==> src/rtl/core/fpm_pkg.sv <==
// ----------------------------------------------------------------------------
// fpm_pkg
// Shared types, constants and helpers of the frame position map.
// ----------------------------------------------------------------------------
package fpm_pkg;

  localparam int MAX_SEGMENTS    = 64;
  localparam int IDX_W           = $clog2(MAX_SEGMENTS);
  localparam int CNT_W           = IDX_W + 1;
  localparam int RATIO_FRAC_BITS = 16;
  localparam int POS_W           = 48;
  localparam int LEN_W           = 24;
  localparam int RATIO_W         = 24;
  localparam int FCNT_W          = 20;
  localparam int BACKLOG_W       = 23;
  localparam int OP_W            = 2;
  localparam int PROD_W          = LEN_W + RATIO_W;
  localparam int SCALED_W        = PROD_W + 1 - RATIO_FRAC_BITS;
  localparam int DIST_W          = 31;
  localparam int TOTAL_W         = LEN_W + 1;
  localparam int IN_DATA_W       = 144;
  localparam int OUT_DATA_W      = 48;

  localparam logic [BACKLOG_W-1:0] BACKLOG_RESET = BACKLOG_W'(100000);

  localparam logic [OP_W-1:0] OP_INSERT = 2'd0;
  localparam logic [OP_W-1:0] OP_SEARCH = 2'd1;
  localparam logic [OP_W-1:0] OP_CLEAR  = 2'd2;

  localparam int CMD_W = 5;
  localparam logic [CMD_W-1:0] CMD_NONE      = 5'd0;
  localparam logic [CMD_W-1:0] CMD_LATCH     = 5'd1;
  localparam logic [CMD_W-1:0] CMD_CLEAR     = 5'd2;
  localparam logic [CMD_W-1:0] CMD_RD_NEWEST = 5'd3;
  localparam logic [CMD_W-1:0] CMD_MUL_SEG   = 5'd4;
  localparam logic [CMD_W-1:0] CMD_MERGE_CHK = 5'd5;
  localparam logic [CMD_W-1:0] CMD_APP_IN    = 5'd6;
  localparam logic [CMD_W-1:0] CMD_WR_LEN    = 5'd7;
  localparam logic [CMD_W-1:0] CMD_SPLIT_D   = 5'd8;
  localparam logic [CMD_W-1:0] CMD_SPLIT_MUL = 5'd9;
  localparam logic [CMD_W-1:0] CMD_APP_SPLIT = 5'd10;
  localparam logic [CMD_W-1:0] CMD_APPEND    = 5'd11;
  localparam logic [CMD_W-1:0] CMD_CL_RD     = 5'd12;
  localparam logic [CMD_W-1:0] CMD_CL_ACC    = 5'd13;
  localparam logic [CMD_W-1:0] CMD_CL_END    = 5'd14;
  localparam logic [CMD_W-1:0] CMD_SR_EMPTY  = 5'd15;
  localparam logic [CMD_W-1:0] CMD_SR_START  = 5'd16;
  localparam logic [CMD_W-1:0] CMD_SR_EVAL   = 5'd17;
  localparam logic [CMD_W-1:0] CMD_SR_NEXT   = 5'd18;
  localparam logic [CMD_W-1:0] CMD_SR_FIN    = 5'd19;
  localparam logic [CMD_W-1:0] CMD_SR_HITMUL = 5'd20;
  localparam logic [CMD_W-1:0] CMD_SR_HITRES = 5'd21;
  localparam logic [CMD_W-1:0] CMD_LOAD_OUT  = 5'd22;

  typedef struct packed {
    logic [POS_W-1:0]   src;
    logic [POS_W-1:0]   dest;
    logic [LEN_W-1:0]   len;
    logic [RATIO_W-1:0] ratio;
  } seg_t;

  typedef struct packed {
    logic [CMD_W-1:0] op;
  } cmd_t;

  typedef struct packed {
    logic count_zero;
    logic merge;
    logic split;
    logic clean_go;
    logic hit;
    logic last;
  } stat_t;

  function automatic logic [SCALED_W-1:0] fpm_round(input logic [PROD_W-1:0] p);
    logic [PROD_W:0] s;
    s = {1'b0, p} + ((PROD_W+1)'(1) << (RATIO_FRAC_BITS - 1));
    return s[PROD_W:RATIO_FRAC_BITS];
  endfunction

  function automatic logic [DIST_W-1:0] fpm_sat(input logic [POS_W:0] v);
    logic [DIST_W-1:0] r;
    r = (|v[POS_W:DIST_W]) ? {DIST_W{1'b1}} : v[DIST_W-1:0];
    return r;
  endfunction

endpackage

==> src/rtl/core/fpm_ctrl.sv <==
// ----------------------------------------------------------------------------
// fpm_ctrl
// Sequencer of the frame position map: steps inserts, cleanup, clears and searches.
// ----------------------------------------------------------------------------
module fpm_ctrl (
  input  logic                     clk,
  input  logic                     rst_n,
  input  logic                     in_tvalid,
  output logic                     in_tready,
  input  logic [fpm_pkg::OP_W-1:0] in_tuser,
  output logic                     out_tvalid,
  input  logic                     out_tready,
  output fpm_pkg::cmd_t            cmd,
  input  fpm_pkg::stat_t           stat
);

  localparam logic [3:0] S_IDLE = 4'd0;
  localparam logic [3:0] S_I0   = 4'd1;
  localparam logic [3:0] S_I1   = 4'd2;
  localparam logic [3:0] S_I2   = 4'd3;
  localparam logic [3:0] S_I3   = 4'd4;
  localparam logic [3:0] S_I4   = 4'd5;
  localparam logic [3:0] S_I5   = 4'd6;
  localparam logic [3:0] S_APP  = 4'd7;
  localparam logic [3:0] S_CL0  = 4'd8;
  localparam logic [3:0] S_CL1  = 4'd9;
  localparam logic [3:0] S_SR0  = 4'd10;
  localparam logic [3:0] S_SR1  = 4'd11;
  localparam logic [3:0] S_SR2  = 4'd12;
  localparam logic [3:0] S_SR3  = 4'd13;
  localparam logic [3:0] S_SRF  = 4'd14;
  localparam logic [3:0] S_OUT  = 4'd15;

  logic [3:0] state_r, state_nxt;
  logic       ovalid_r, ovalid_nxt;

  assign in_tready  = (state_r == S_IDLE);
  assign out_tvalid = ovalid_r;

  always_comb begin
    state_nxt = state_r;
    cmd.op    = fpm_pkg::CMD_NONE;
    unique case (state_r)
      S_IDLE: begin
        if (in_tvalid) begin
          cmd.op = fpm_pkg::CMD_LATCH;
          case (in_tuser)
            fpm_pkg::OP_INSERT: state_nxt = S_I0;
            fpm_pkg::OP_SEARCH: state_nxt = S_SR0;
            fpm_pkg::OP_CLEAR:  state_nxt = S_CL1;
            default:            state_nxt = S_IDLE;
          endcase
        end
      end
      S_I0: begin
        if (stat.count_zero) begin
          cmd.op    = fpm_pkg::CMD_APP_IN;
          state_nxt = S_APP;
        end else begin
          cmd.op    = fpm_pkg::CMD_RD_NEWEST;
          state_nxt = S_I1;
        end
      end
      S_I1: begin
        cmd.op    = fpm_pkg::CMD_MUL_SEG;
        state_nxt = S_I2;
      end
      S_I2: begin
        cmd.op    = fpm_pkg::CMD_MERGE_CHK;
        state_nxt = S_I3;
      end
      S_I3: begin
        if (!stat.merge) begin
          cmd.op    = fpm_pkg::CMD_APP_IN;
          state_nxt = S_APP;
        end else if (stat.split) begin
          cmd.op    = fpm_pkg::CMD_SPLIT_D;
          state_nxt = S_I4;
        end else begin
          cmd.op    = fpm_pkg::CMD_WR_LEN;
          state_nxt = S_CL0;
        end
      end
      S_I4: begin
        cmd.op    = fpm_pkg::CMD_SPLIT_MUL;
        state_nxt = S_I5;
      end
      S_I5: begin
        cmd.op    = fpm_pkg::CMD_APP_SPLIT;
        state_nxt = S_APP;
      end
      S_APP: begin
        cmd.op    = fpm_pkg::CMD_APPEND;
        state_nxt = S_CL0;
      end
      S_CL0: begin
        if (stat.clean_go) begin
          cmd.op    = fpm_pkg::CMD_CL_RD;
          state_nxt = S_CL1;
        end else begin
          cmd.op    = fpm_pkg::CMD_CL_END;
          state_nxt = S_IDLE;
        end
      end
      S_CL1: begin
        // Also serves the clear request, which is recognised in the datapath.
        cmd.op    = fpm_pkg::CMD_CL_ACC;
        state_nxt = S_CL0;
      end
      S_SR0: begin
        if (stat.count_zero) begin
          cmd.op    = fpm_pkg::CMD_SR_EMPTY;
          state_nxt = S_OUT;
        end else begin
          cmd.op    = fpm_pkg::CMD_SR_START;
          state_nxt = S_SR1;
        end
      end
      S_SR1: begin
        cmd.op    = fpm_pkg::CMD_SR_EVAL;
        state_nxt = S_SR2;
      end
      S_SR2: begin
        if (stat.hit) begin
          cmd.op    = fpm_pkg::CMD_SR_HITMUL;
          state_nxt = S_SR3;
        end else begin
          cmd.op    = fpm_pkg::CMD_SR_NEXT;
          state_nxt = stat.last ? S_SRF : S_SR1;
        end
      end
      S_SR3: begin
        cmd.op    = fpm_pkg::CMD_SR_HITRES;
        state_nxt = S_OUT;
      end
      S_SRF: begin
        cmd.op    = fpm_pkg::CMD_SR_FIN;
        state_nxt = S_OUT;
      end
      S_OUT: begin
        if (!ovalid_r || out_tready) begin
          cmd.op    = fpm_pkg::CMD_LOAD_OUT;
          state_nxt = S_IDLE;
        end
      end
      default: state_nxt = S_IDLE;
    endcase
  end

  always_comb begin
    ovalid_nxt = ovalid_r;
    if (cmd.op == fpm_pkg::CMD_LOAD_OUT) begin
      ovalid_nxt = 1'b1;
    end else if (out_tready) begin
      ovalid_nxt = 1'b0;
    end
  end

  always_ff @(posedge clk) begin
    if (!rst_n) begin
      state_r  <= S_IDLE;
      ovalid_r <= 1'b0;
    end else begin
      state_r  <= state_nxt;
      ovalid_r <= ovalid_nxt;
    end
  end

endmodule

==> config.mk <==
export PLATFORM = sky130hd
export DESIGN_NAME = fpm_ctrl
export DESIGN_NICKNAME = d
export VERILOG_FILES = /design/src/rtl/core/fpm_pkg.sv /design/src/rtl/core/fpm_ctrl.sv
export SDC_FILE = /design/constraint.sdc
export NUM_CORES = 1
export LEC_CHECK = 0
export BUFFER_PORTS_ARGS = -buffer_cell sky130_fd_sc_hd__buf_2
export CAP_MARGIN = 40
export CORE_UTILIZATION = 40
export DETAILED_ROUTE_END_ITERATION = 12
export PLACE_DENSITY = 0.59
export SYNTH_ARGS = -nofsm -noshare
export SYNTH_HDL_FRONTEND = slang
export SYNTH_SLANG_ARGS = --single-unit
==> constraint.sdc <==
create_clock -name clk -period 3 [get_ports clk]
set_clock_uncertainty 0.1 [all_clocks]
set_input_delay 0.3 -clock clk [delete_from_list [all_inputs] [get_ports clk]]
set_output_delay 0.3 -clock clk [all_outputs]
set_load 0.03 [all_outputs]
==> metrics.yaml <==
status: "finished, final reports clean"
min_path_type: "in -> reg"
cts-root-buf: "clkbuf_4"
cts_buffers: 3
synth_cells: 101
ir_worst_vdd_uv: 404
wire_per_inst_um: 12.0
drive_gt1_frac: 0.270
wl_met1_um: 778
antenna_left: 0
route.detailed.drc: 0
grt_max_degree: 26
drtIter0Drc: 10
final.fill_count: 199
cts_tree: "yes"
hold_buffers: 0
async_flop_share: 0
overflow: 0
start_kind: "flip-flop"
synth_nets: 116
clock_latency_ns: 0.25
dp_hpwl_mm: 1.24
final.setup.tns_ns: 0
cp-end-kind: "output pin"
synth.distinct_cells: 43
die_y_um: 45.4
ios: 19
cap_violations: 0
relSlewSlack: 0.399
grt_usage: 0.175
post_cts_buffers: 0
dieWidth_um: 45.4
pre_cts_ws_ns: 0.858
holdPathStages: 3
yosysWarnings: 0
rr_worst_depth: 4
yosys-top-cells-count: "a21oi_1 (10), nand2_1 (8), nor2_1 (7)"
start_util: 0.432
clock_tree.buffer_depth: 2
insertedDiodeCount: 0
routed-wl-met3_um: 94
hold-path-endpoint: "state_r[0]"
power_uw: 932
cts.clk_slew.worst_paths_ns: 0.05
worst_ep_required_time_ns: 2.60
ys_seq_elements: 5
final-seq-area_um2: 100
yosysSeqAreaShare: 0.133
area_delta_synth_final_pct: 9.62
cts.sinks: 5
grt_pass1_vias: 629
cts.repair.resized: 0
finalSetupViolCount: 0
synth-edff-count: 0
power_density_nw_per_um2: 1130
routabilityCongestion: 0.757
regToRegSetupSlack_ns: 1.08
holdWs_ns: 0.230
finalNetCount: 131
synth_top_cell_area_share: 0.133
cts-htree-levels: 1
avgViaCountPerCell: 5.60
rows: 15
hold_viol: 0
rsz0062_at_grt: "no"
yosysTopAreaCell: "dfxtp_1"
min_period_ns: 2.41
p_leak_nw: 0.364
antenna_found_initial: 0
cp_max_fo: 25
core_area_um2: 1750
maxSlewViolCount: 0
dieArea_um2: 2060
synth_area_leaders: "dfxtp_1 (13%), buf_6 (9.0%), a21oi_1 (6.6%)"
cp.arrival_ns: 2.01
synthFlopType: "dfxtp_1"
r2r-start: "state_r[1]"
synth_area_per_cell_um2: 7.47
vias: 784
multi_input_area_um2: 542
grt_pass1_wl_mm: 2.62
post-route-period-util: 0.802
fmax_mhz: 415
route.met2.wl_um: 804
top_layer: "met3"
wirelength_mm: 1.68
fin_ws_ns: 0.593
r2r-end: "state_r[3]"
worst_pin_slew_ns: 0.901
netlist_area_um2: 754
yosysMostFrequentCell: "a21oi_1"
drtPass1Iterations: 4
path_class: "reg -> out"
place.port_buffers: 18
min_from: "rst_n"
-- worst max-delay path, stage by stage (launching register included) --
cell and delay (ns):
dfxtp_1 0.90, a21boi_0 0.38, a221o_1 0.23, nand3_2 0.07
buf_2 0.18
-- routing by layer --
metal	GRT usage	up-vias
li1	-	402
met1	0.218	357
met2	0.297	25
met3	0.0595	0
met4	0.0182	0
met5	0	-
-- worst max-delay path by stage --
stage	slack, ns	cells after the start	from	to
global placement	0.88	4	state_r[1]	cmd[2]
detailed placement	0.86	4	state_r[1]	cmd[2]
CTS	0.59	4	state_r[1]	cmd[2]
finish	0.59	4	state_r[1]	cmd[2]
floorplan	1.18	3	state_r[2]	cmd[3]
global route	0.41	4	state_r[1]	cmd[2]
-- state kept, by name, summed over array words and instances, names as in the netlist --
name,flops
out_tvalid,1
state_r,4
-- final cells by class --
cell class	count	area share
repair buffers	20	0.127
flip-flops and latches	5	0.121
well taps	25	0.0378
clock buffers	4	0.0318
inverters	6	0.0272
multi-input cells	80	0.655
-- stage by stage --
stage                     std cells  cell area (um^2)   util
after detailed placement        136               801  0.459
after CTS                       140               827  0.474
after floorplan                 101               754      -
after global routing            140               827  0.474
after global placement          136               801  0.459
final                           140               827  0.474
-- where the power goes --
group          switching, mW  internal (mW)
clock                 0.0302         0.0505
sequential             0.113         0.0902
combinational          0.379          0.270
-- cells by family (layout without fill, tap and decap cells) --
family                     Yosys count  count (layout)  synth area share
AOI/OAI and AO/OA                   39              39             0.366
DFF                                  5               5             0.133
muxes                                1               1            0.0149
xor gates and xnor gates             2               2            0.0232
adders and majority gates            3               3            0.0498
and+or+nand+nor                     35              35             0.264
buffers and inverters               16              30             0.149
-- layout by cell type (no fill, tap or decap), types with 5 or more instances in the layout --
cell type	synthesis	routed
nand2b_1	5	5
buf_2	3	18
o21ai_0	5	5
nand2_1	8	8
inv_1	5	5
dfxtp_1	5	5
a21oi_1	10	10
nor2_1	7	7
Power figures use the tool's default switching activity.
